===== config.mk =====
export PLATFORM = sky130hd
export DESIGN_NAME = ps2_mouse_device
export DESIGN_NICKNAME = d
export VERILOG_FILES = /design/src/ps2m_pkg.sv /design/src/ps2_mouse_device.sv
export SDC_FILE = /design/constraint.sdc
export NUM_CORES = 1
export LEC_CHECK = 0
export CAP_MARGIN = 20
export CORE_ASPECT_RATIO = 0.6
export CORE_MARGIN = 2
export CORE_UTILIZATION = 65
export DETAILED_ROUTE_END_ITERATION = 8
export DONT_BUFFER_PORTS = 1
export PLACE_DENSITY = 0.81
export SETUP_SLACK_MARGIN = 0.02
export SYNTH_ARGS = -nofsm -noshare
export SYNTH_HDL_FRONTEND = slang
export SYNTH_SLANG_ARGS = --single-unit
export TNS_END_PERCENT = 30

===== constraint.sdc =====
create_clock -name clk -period 8.2 [get_ports clk]
set_input_delay 0.41 -clock clk [delete_from_list [all_inputs] [get_ports clk]]
set_output_delay 0.41 -clock clk [all_outputs]
set_load 0.005 [all_outputs]

===== src/ps2m_pkg.sv =====
// ----------------------------------------------------------------------------
// ps2m_pkg
// Shared constants, codes and helper functions for the PS/2 mouse device.
// ----------------------------------------------------------------------------
`default_nettype none

package ps2m_pkg;

  // sizes
  localparam int FIFO_DEPTH = 16;
  localparam int COORD_BITS = 16;
  localparam int DELTA_BITS = 20;
  localparam int PTR_W      = $clog2(FIFO_DEPTH);
  localparam int CNT_W      = $clog2(FIFO_DEPTH + 1);
  localparam int OUT_CNT_W  = 5;
  localparam int SUM_W      = ((DELTA_BITS > COORD_BITS + 1) ? DELTA_BITS : COORD_BITS + 1) + 1;

  // action codes
  localparam logic [2:0] ACT_CMD    = 3'd0;
  localparam logic [2:0] ACT_RAW    = 3'd1;
  localparam logic [2:0] ACT_MOVE   = 3'd2;
  localparam logic [2:0] ACT_READ   = 3'd3;
  localparam logic [2:0] ACT_TOGGLE = 3'd4;

  // host command bytes
  localparam logic [7:0] CMD_RESET    = 8'hff;
  localparam logic [7:0] CMD_DEFAULTS = 8'hf6;
  localparam logic [7:0] CMD_DISABLE  = 8'hf5;
  localparam logic [7:0] CMD_ENABLE   = 8'hf4;
  localparam logic [7:0] CMD_RATE     = 8'hf3;
  localparam logic [7:0] CMD_ID       = 8'hf2;
  localparam logic [7:0] CMD_REMOTE   = 8'hf0;
  localparam logic [7:0] CMD_DATA     = 8'heb;
  localparam logic [7:0] CMD_STREAM   = 8'hea;
  localparam logic [7:0] CMD_STATUS   = 8'he9;
  localparam logic [7:0] CMD_RES      = 8'he8;

  // reply bytes
  localparam logic [7:0] BYTE_BAT  = 8'haa;
  localparam logic [7:0] BYTE_ACK  = 8'hfa;
  localparam logic [7:0] DEVICE_ID = 8'h00;

  // status byte layout and defaults
  localparam int         ST_REMOTE_BIT = 6;
  localparam int         ST_ENABLE_BIT = 5;
  localparam logic [7:0] STATUS_DFLT   = 8'h20;
  localparam logic [7:0] RES_DFLT      = 8'd4;
  localparam logic [7:0] RATE_DFLT     = 8'd100;

  // pending argument codes
  localparam logic [1:0] PEND_NONE = 2'd0;
  localparam logic [1:0] PEND_RATE = 2'd1;
  localparam logic [1:0] PEND_RES  = 2'd2;

  localparam logic signed [SUM_W-1:0]      SAT_HI = SUM_W'((2 ** (DELTA_BITS - 1)) - 1);
  localparam logic signed [SUM_W-1:0]      SAT_LO = ~SAT_HI;
  localparam logic signed [DELTA_BITS-1:0] AX_POS = DELTA_BITS'(255);
  localparam logic signed [DELTA_BITS-1:0] AX_NEG = -DELTA_BITS'(255);

  typedef struct packed {
    logic [7:0] val;
    logic       sgn;
    logic       ovf;
  } axis_t;

  function automatic logic [PTR_W-1:0] ptr_inc(input logic [PTR_W-1:0] p);
    ptr_inc = (p == PTR_W'(FIFO_DEPTH - 1)) ? '0 : p + PTR_W'(1);
  endfunction

  function automatic logic signed [DELTA_BITS-1:0] sat_delta(
    input logic signed [SUM_W-1:0] v
  );
    if (v > SAT_HI) begin
      sat_delta = DELTA_BITS'(SAT_HI);
    end else if (v < SAT_LO) begin
      sat_delta = DELTA_BITS'(SAT_LO);
    end else begin
      sat_delta = DELTA_BITS'(v);
    end
  endfunction

  // one packet axis byte with its sign and overflow flags
  function automatic axis_t pack_axis(input logic signed [DELTA_BITS-1:0] d);
    axis_t a;
    a.sgn = d[DELTA_BITS-1];
    a.ovf = 1'b0;
    a.val = d[7:0];
    if (!a.sgn && d > AX_POS) begin
      a.ovf = 1'b1;
      a.val = 8'hff;
    end else if (a.sgn && d < AX_NEG) begin
      a.ovf = 1'b1;
      a.val = 8'hff;
    end
    pack_axis = a;
  endfunction

endpackage

`default_nettype wire


===== src/ps2_mouse_device.sv =====
// ----------------------------------------------------------------------------
// ps2_mouse_device
// PS/2 mouse device: host command handling, motion packets, reply byte FIFO.
// ----------------------------------------------------------------------------
//
//  channel | direction | handshake          | word
//  --------+-----------+--------------------+------------------------------------
//  in_     | input     | in_valid/in_stall  | action, data byte, x, y, buttons, en
//  out_    | output    | out_valid/out_stall| read data, empty, fifo count, notify
//
// one word at a time: exec runs it, fin registers the result once the output
// register is free; a toggle, an unused code or an empty read go from exec to
// fin, a read passes rdwait for the ram output, motion words pass push, and
// replies and a packet go through push and pkt into the ram one byte per cycle
// (up to four bytes per word); the next word is taken the cycle after fin, even
// while the result waits behind out_stall; rst_n is synchronous, ram uncleared
// ----------------------------------------------------------------------------
`default_nettype none

module ps2_mouse_device (
  input  wire logic                             clk,
  input  wire logic                             rst_n,
  // input channel
  input  wire logic                             in_valid,
  output logic                                  in_stall,
  input  wire logic [2:0]                       in_action,
  input  wire logic [7:0]                       in_data_byte,
  input  wire logic [ps2m_pkg::COORD_BITS-1:0]  in_pos_x,
  input  wire logic [ps2m_pkg::COORD_BITS-1:0]  in_pos_y,
  input  wire logic [2:0]                       in_buttons,
  input  wire logic                             in_enable,
  // result channel
  output logic                                  out_valid,
  input  wire logic                             out_stall,
  output logic [7:0]                            out_read_data,
  output logic                                  out_read_empty,
  output logic [ps2m_pkg::OUT_CNT_W-1:0]        out_fifo_count,
  output logic                                  out_notify
);

  localparam int PTR_W      = ps2m_pkg::PTR_W;
  localparam int CNT_W      = ps2m_pkg::CNT_W;
  localparam int DELTA_BITS = ps2m_pkg::DELTA_BITS;
  localparam int COORD_BITS = ps2m_pkg::COORD_BITS;
  localparam int SUM_W      = ps2m_pkg::SUM_W;

  typedef enum logic [2:0] {
    ST_IDLE,
    ST_EXEC,
    ST_RDWAIT,
    ST_PUSH,
    ST_PKT,
    ST_FIN
  } state_t;

  state_t state_r;

  // latched input word
  logic [2:0]            act_r;
  logic [7:0]            data_r;
  logic [COORD_BITS-1:0] px_r;
  logic [COORD_BITS-1:0] py_r;
  logic [2:0]            btn_r;
  logic                  en_r;

  // device state
  logic [PTR_W-1:0]             rd_ptr_r;
  logic [PTR_W-1:0]             wr_ptr_r;
  logic [CNT_W-1:0]             count_r;
  logic [7:0]                   status_r;
  logic [7:0]                   res_val_r;
  logic [7:0]                   rate_val_r;
  logic [1:0]                   pend_r;
  logic                         ctrl_on_r;
  logic [COORD_BITS-1:0]        last_x_r;
  logic [COORD_BITS-1:0]        last_y_r;
  logic signed [DELTA_BITS-1:0] acc_dx_r;
  logic signed [DELTA_BITS-1:0] acc_dy_r;

  // byte push queue, head in slot 0
  logic [7:0] push_q_r [4];
  logic [2:0] push_left_r;
  logic       pkt_pend_r;

  // result being built
  logic       res_empty_r;
  logic       res_rd_r;
  logic       res_notify_r;

  // output register
  logic                            out_valid_r;
  logic [7:0]                      out_data_r;
  logic                            out_empty_r;
  logic [ps2m_pkg::OUT_CNT_W-1:0]  out_cnt_r;
  logic                            out_notify_r;

  // fifo ram
  logic [7:0] fifo_mem [ps2m_pkg::FIFO_DEPTH];
  logic [7:0] mem_rdata_r;
  logic       mem_we;
  logic       mem_re;

  // motion arithmetic
  logic signed [SUM_W-1:0]      sum_x;
  logic signed [SUM_W-1:0]      sum_y;
  logic signed [DELTA_BITS-1:0] acc_dx_nxt;
  logic signed [DELTA_BITS-1:0] acc_dy_nxt;
  logic [7:0]                   btn_status;
  ps2m_pkg::axis_t              ax_x;
  ps2m_pkg::axis_t              ax_y;
  logic [7:0]                   pkt_hdr;

  assign in_stall       = (state_r != ST_IDLE);
  assign out_valid      = out_valid_r;
  assign out_read_data  = out_data_r;
  assign out_read_empty = out_empty_r;
  assign out_fifo_count = out_cnt_r;
  assign out_notify     = out_notify_r;

  // y motion is last minus new
  always_comb begin
    sum_x = SUM_W'(acc_dx_r) + SUM_W'($signed({1'b0, px_r}))
          - SUM_W'($signed({1'b0, last_x_r}));
    sum_y = SUM_W'(acc_dy_r) + SUM_W'($signed({1'b0, last_y_r}))
          - SUM_W'($signed({1'b0, py_r}));
    acc_dx_nxt = ps2m_pkg::sat_delta(sum_x);
    acc_dy_nxt = ps2m_pkg::sat_delta(sum_y);
    // middle and right swap places in the status byte
    btn_status = {status_r[7:3], btn_r[1], btn_r[2], btn_r[0]};
  end

  // packet bytes from the stored deltas
  always_comb begin
    ax_x    = ps2m_pkg::pack_axis(acc_dx_r);
    ax_y    = ps2m_pkg::pack_axis(acc_dy_r);
    pkt_hdr = {ax_y.ovf, ax_x.ovf, ax_y.sgn, ax_x.sgn, 1'b1, status_r[2:0]};
  end

  // a push into a full fifo is dropped
  assign mem_we = (state_r == ST_PUSH) && (push_left_r != 3'd0)
                  && (count_r < CNT_W'(ps2m_pkg::FIFO_DEPTH));
  assign mem_re = (state_r == ST_EXEC) && (act_r == ps2m_pkg::ACT_READ)
                  && (count_r != '0);

  always_ff @(posedge clk) begin
    if (mem_we) begin
      fifo_mem[wr_ptr_r] <= push_q_r[0];
    end
    if (mem_re) begin
      mem_rdata_r <= fifo_mem[rd_ptr_r];
    end
  end

  always_ff @(posedge clk) begin
    if (!rst_n) begin
      state_r     <= ST_IDLE;
      rd_ptr_r    <= '0;
      wr_ptr_r    <= '0;
      count_r     <= '0;
      status_r    <= ps2m_pkg::STATUS_DFLT;
      res_val_r   <= ps2m_pkg::RES_DFLT;
      rate_val_r  <= ps2m_pkg::RATE_DFLT;
      pend_r      <= ps2m_pkg::PEND_NONE;
      ctrl_on_r   <= 1'b0;
      last_x_r    <= '0;
      last_y_r    <= '0;
      acc_dx_r    <= '0;
      acc_dy_r    <= '0;
      push_left_r <= 3'd0;
      pkt_pend_r  <= 1'b0;
      out_valid_r <= 1'b0;
    end else begin
      if (out_valid_r && !out_stall) begin
        out_valid_r <= 1'b0;
      end

      unique case (state_r)
        ST_IDLE: begin
          if (in_valid) begin
            act_r        <= in_action;
            data_r       <= in_data_byte;
            px_r         <= in_pos_x;
            py_r         <= in_pos_y;
            btn_r        <= in_buttons;
            en_r         <= in_enable;
            res_empty_r  <= 1'b0;
            res_rd_r     <= 1'b0;
            res_notify_r <= 1'b0;
            push_left_r  <= 3'd0;
            pkt_pend_r   <= 1'b0;
            state_r      <= ST_EXEC;
          end
        end

        ST_EXEC: begin
          unique case (act_r)
            ps2m_pkg::ACT_CMD, ps2m_pkg::ACT_RAW: begin
              // every host write empties the fifo first
              rd_ptr_r    <= '0;
              wr_ptr_r    <= '0;
              count_r     <= '0;
              push_q_r[0] <= ps2m_pkg::BYTE_ACK;
              push_left_r <= 3'd1;
              state_r     <= ST_PUSH;
              if (pend_r != ps2m_pkg::PEND_NONE) begin
                if (pend_r == ps2m_pkg::PEND_RATE) begin
                  rate_val_r <= data_r;
                end else begin
                  res_val_r <= data_r;
                end
                pend_r <= ps2m_pkg::PEND_NONE;
              end else if (act_r == ps2m_pkg::ACT_RAW) begin
                push_q_r[0] <= data_r;
              end else begin
                unique case (data_r)
                  ps2m_pkg::CMD_RESET, ps2m_pkg::CMD_DEFAULTS: begin
                    status_r   <= ps2m_pkg::STATUS_DFLT;
                    res_val_r  <= ps2m_pkg::RES_DFLT;
                    rate_val_r <= ps2m_pkg::RATE_DFLT;
                    last_x_r   <= '0;
                    last_y_r   <= '0;
                    acc_dx_r   <= '0;
                    acc_dy_r   <= '0;
                    if (data_r == ps2m_pkg::CMD_RESET) begin
                      // ack, self test passed, device id
                      push_q_r[1] <= ps2m_pkg::BYTE_BAT;
                      push_q_r[2] <= ps2m_pkg::DEVICE_ID;
                      push_left_r <= 3'd3;
                    end
                  end
                  ps2m_pkg::CMD_DISABLE: status_r[ps2m_pkg::ST_ENABLE_BIT] <= 1'b0;
                  ps2m_pkg::CMD_ENABLE:  status_r[ps2m_pkg::ST_ENABLE_BIT] <= 1'b1;
                  ps2m_pkg::CMD_RATE:    pend_r <= ps2m_pkg::PEND_RATE;
                  ps2m_pkg::CMD_RES:     pend_r <= ps2m_pkg::PEND_RES;
                  ps2m_pkg::CMD_ID: begin
                    push_q_r[1] <= ps2m_pkg::DEVICE_ID;
                    push_left_r <= 3'd2;
                  end
                  ps2m_pkg::CMD_REMOTE: status_r[ps2m_pkg::ST_REMOTE_BIT] <= 1'b1;
                  ps2m_pkg::CMD_STREAM: status_r[ps2m_pkg::ST_REMOTE_BIT] <= 1'b0;
                  ps2m_pkg::CMD_DATA:   pkt_pend_r <= 1'b1;
                  ps2m_pkg::CMD_STATUS: begin
                    push_q_r[1] <= status_r;
                    push_q_r[2] <= res_val_r;
                    push_q_r[3] <= rate_val_r;
                    push_left_r <= 3'd4;
                  end
                  default: ;  // unknown command: ack only
                endcase
              end
            end

            ps2m_pkg::ACT_MOVE: begin
              acc_dx_r <= acc_dx_nxt;
              acc_dy_r <= acc_dy_nxt;
              last_x_r <= px_r;
              last_y_r <= py_r;
              status_r <= btn_status;
              if (status_r[ps2m_pkg::ST_ENABLE_BIT] && ctrl_on_r) begin
                pkt_pend_r   <= 1'b1;
                res_notify_r <= 1'b1;
              end
              state_r <= ST_PUSH;
            end

            ps2m_pkg::ACT_READ: begin
              if (count_r != '0) begin
                // ram read issued this cycle
                rd_ptr_r <= ps2m_pkg::ptr_inc(rd_ptr_r);
                count_r  <= count_r - CNT_W'(1);
                res_rd_r <= 1'b1;
                state_r  <= ST_RDWAIT;
              end else begin
                res_empty_r <= 1'b1;
                state_r     <= ST_FIN;
              end
            end

            ps2m_pkg::ACT_TOGGLE: begin
              ctrl_on_r <= en_r;
              if (!en_r) begin
                rd_ptr_r <= '0;
                wr_ptr_r <= '0;
                count_r  <= '0;
              end
              state_r <= ST_FIN;
            end

            default: state_r <= ST_FIN;  // unused action codes
          endcase
        end

        ST_RDWAIT: begin
          state_r <= ST_FIN;
        end

        ST_PUSH: begin
          if (push_left_r != 3'd0) begin
            if (mem_we) begin
              wr_ptr_r <= ps2m_pkg::ptr_inc(wr_ptr_r);
              count_r  <= count_r + CNT_W'(1);
            end
            push_q_r[0] <= push_q_r[1];
            push_q_r[1] <= push_q_r[2];
            push_q_r[2] <= push_q_r[3];
            push_left_r <= push_left_r - 3'd1;
          end else if (pkt_pend_r) begin
            state_r <= ST_PKT;
          end else begin
            state_r <= ST_FIN;
          end
        end

        ST_PKT: begin
          // deltas clear whether or not the packet fits
          pkt_pend_r <= 1'b0;
          acc_dx_r   <= '0;
          acc_dy_r   <= '0;
          if (count_r < CNT_W'(ps2m_pkg::FIFO_DEPTH - 3)) begin
            push_q_r[0] <= pkt_hdr;
            push_q_r[1] <= ax_x.val;
            push_q_r[2] <= ax_y.val;
            push_left_r <= 3'd3;
          end
          state_r <= ST_PUSH;
        end

        ST_FIN: begin
          if (!out_valid_r || !out_stall) begin
            out_valid_r  <= 1'b1;
            out_data_r   <= res_rd_r ? mem_rdata_r : 8'h00;
            out_empty_r  <= res_empty_r;
            out_cnt_r    <= ps2m_pkg::OUT_CNT_W'(count_r);
            out_notify_r <= res_notify_r && (count_r != '0);
            state_r      <= ST_IDLE;
          end
        end

        default: state_r <= ST_IDLE;
      endcase
    end
  end

  // fill count never passes the depth
  a_count_bound: assert property (@(posedge clk) disable iff (!rst_n)
    count_r <= CNT_W'(ps2m_pkg::FIFO_DEPTH))
    else $error("fifo count above depth");

  // an empty read returns zero and an empty fifo
  a_empty_read: assert property (@(posedge clk) disable iff (!rst_n)
    (out_valid_r && out_empty_r) |-> (out_data_r == 8'h00 && out_cnt_r == '0))
    else $error("empty read result inconsistent");

  // notify only with bytes waiting
  a_notify_data: assert property (@(posedge clk) disable iff (!rst_n)
    (out_valid_r && out_notify_r) |-> (out_cnt_r != '0))
    else $error("notify with empty fifo");

  // the ram is only written while bytes are being queued
  a_write_state: assert property (@(posedge clk) disable iff (!rst_n)
    mem_we |-> (state_r == ST_PUSH && !in_stall == 1'b0))
    else $error("fifo write outside push");

endmodule

`default_nettype wire


==> qor.yml <==
hold_violations: 0
outcome: "complete, no violations"
setup_viol: 0
wl_per_cell_um: 21.9
slowest_delay_ns: 0.93
crit_type: "flop to flop"
cts_resized: 0
path_common_cell: "inv_1"
ys_top_cells_by_area: "edfxtp_1, dfxtp_1, mux4_2, ha_1, fa_1"
cp-end-kind: "flop"
clk_pin_slew_worst_paths_ns: 0.07
fin_crit_ns: 4.20
internal_power_mw: 2.97
slew_headroom: 0.290
drt_wl_total_um: 43600
die_h_um: 131
clk_latency_ns: 0.52
r2r_start: "py_r[1]$_DFFE_PP_"
drt_iter0_drc: 1747
r2r_setup_slack_ns: 4.00
rows: 46
vias: 12728
cpMaxStageDelayCell: "mux2i_2"
pwr-share-comb: 0.096
path_buf_inv: 2
gr-usage-all-layers: 0.316
drtPass1Iterations: 6
critical_path.cell_chain: "fa_1 > inv_1 > ha_1 > a211oi_2 > o211ai_2 > a21oi_2 > o31ai_4 > a311oi_4 > mux2i_2 > inv_1 > o32ai_1"
ys_ff_latch: 350
gp_congestion: 0.948
grt_pass1_wl_um: 68200
synthArstFlopShare: 0
power_switching_mw: 0.948
clockBufferDepth: 3
num_io_pins: 68
setup-tns-final_ns: 0
synth_cells: 1580
post-route-util: 0.730
tightest_slew_ns: 1.04
p_per_area_nw_per_um2: 204
start_util: 0.659
postCtsSetupBuffers: 0
critical_path.top_delay_family: "compound AO/OA/AOI/OAI gates"
cp_max_fo: 17
skew_ns: 0.0198
antenna_found_initial: 3
critPathLaunchType: "flop"
yosysSeqAreaShare: 0.537
final_nets: 1756
clock-sinks: 350
yosys_warnings: 0
drv_slew: 0
synth-main-ff-cell: "edfxtp_1"
postCtsHoldBufs: 48
hold_class: "input pin to flop"
max_freq_mhz: 238
p_leak_nw: 6.83
r2r-end: "acc_dy_r[17]$_SDFFE_PN0P_"
yosysTopAreaCell: "edfxtp_1"
cts_tree: "done"
holdPathEnd: "push_left_r[2]$_SDFFE_PN0P_"
netlist_area_um2: 17400
power_frac_seq: 0.503
crit_required_ns: 8.63
grt_max_degree: 57
rsz0062_at_grt: "no"
coreArea_um2: 26400
synthDistinctLibCells: 78
worstHoldStart: "rst_n"
min_period_over_period: 0.512
arrival_ns: 4.63
syn_avg_cell_area_um2: 11.0
synth_top_cell_area_share: 0.401
viasPerCell: 6.38
synth.net_count: 1728
htree_levels: 2
area_delta_synth_final_pct: 10.8
die_w_um: 215
cts-buffers-inserted: 35
vdd_ir_drop_max_uv: 194
synth_edf_count: 232
hpwl_um: 28800
hold_depth: 1
synth_commonest_cells: "edfxtp_1, nand2_1, inv_1, nor2_1, dfxtp_1"
dieArea_um2: 28100
drive_gt1_frac: 0.0821
switching_share: 0.242
ant_nets: 0
io_buffer_count: 0
synth.most_common_cell: "edfxtp_1"
grt_pass1_vias: 12128
cap_violations: 0
rr_worst_depth: 11
cts_root_buf: "clkbuf_16"
drc: 0
gr-total-overflow: 0
clkPwrFrac: 0.401
-- sequential cells by signal, summed over array words and instances, names as in the netlist, 5 cells and up --
signal,flops
px_r,16
mem_rdata_r,8
acc_dy_r,20
last_y_r,16
status_r,5
data_r,8
last_x_r,16
py_r,16
rate_val_r,8
push_q_r,32
out_read_data,8
out_fifo_count,5
count_r,5
res_val_r,8
fifo_mem,128
acc_dx_r,20
-- worst max-delay path by stage --
stage | start | endpoint | slack, ns | cells past startpoint
floorplan | rst_n | act_r[0]$_DFFE_PP_ | 4.52 | 5
global route | acc_dy_r[1]$_SDFFE_PN0P_ | acc_dy_r[9]$_SDFFE_PN0P_ | 3.81 | 12
detailed placement | py_r[1]$_DFFE_PP_ | acc_dy_r[17]$_SDFFE_PN0P_ | 4.12 | 11
CTS | py_r[1]$_DFFE_PP_ | acc_dy_r[17]$_SDFFE_PN0P_ | 4.11 | 11
global placement | py_r[1]$_DFFE_PP_ | acc_dy_r[17]$_SDFFE_PN0P_ | 4.29 | 11
finish | py_r[1]$_DFFE_PP_ | acc_dy_r[17]$_SDFFE_PN0P_ | 4.00 | 11
-- layout by cell type, fill, tap and decap left out, types with 37 or more instances in the layout --
cell type	n
edfxtp_1	232
nand2_1	162
inv_1	157
nor2_1	120
dfxtp_1	117
a21oi_1	116
nand3_1	71
ha_1	65
a31oi_1	49
dlygate4sd3_1	48
mux4_2	40
clkbuf_16	37
-- layer usage --
metal	wire length [µm]	global-route usage	vias to the layer above
li1	-	-	5711
met1	18300	0.451	6098
met2	18500	0.463	825
met3	5790	0.110	92
met4	988	0.0901	2
met5	13	0	-
-- stage by stage --
stage	setup WS (ns)	hold WS, ns	power (mW)	area (µm²)	std cells
after floorplan	4.52	0.400	2.26	17400	1580
after global placement	4.29	0.412	2.34	17700	1882
after detailed placement	4.12	0.409	2.35	17700	1882
after CTS	4.11	0.0347	3.92	19200	1992
after global routing	3.81	0.0287	4.04	19300	1994
final	4.00	0.0445	3.92	19300	1994
-- kinds of logic (layout without fill, tap and decap cells) --
group,after synthesis,count (layout),synth area share
compound gates,317,317,0.116
xor+xnor,35,35,0.0176
fa+ha+maj,99,99,0.0849
buf+inv,233,286,0.0520
flops,350,350,0.537
mux,49,49,0.0573
other cells,0,1,0
simple gates,497,497,0.135
-- final cells by class --
cell class | instances | area [µm²]
Sequential cell | 350 | 9330
Multi-Input combinational cell | 997 | 7160
Fill cell | 1780 | 7110
Clock buffer | 49 | 991
Timing Repair Buffer | 65 | 608
Inverter | 159 | 598
Tap cell | 360 | 450
Clock inverter | 13 | 116
Antenna cell | 1 | 2.50
-- power by group through the flow --
stage	combinational [mW]	clock, mW	sequential (mW)
2_1_floorplan	0.276	0	1.98
3_3_place_gp	0.334	0	2.00
3_5_place_dp	0.343	0	2.01
4_1_cts	0.367	1.58	1.97
5_1_grt	0.413	1.65	1.98
6_report	0.377	1.57	1.97
No activity file was read; power rests on OpenSTA's default activity.
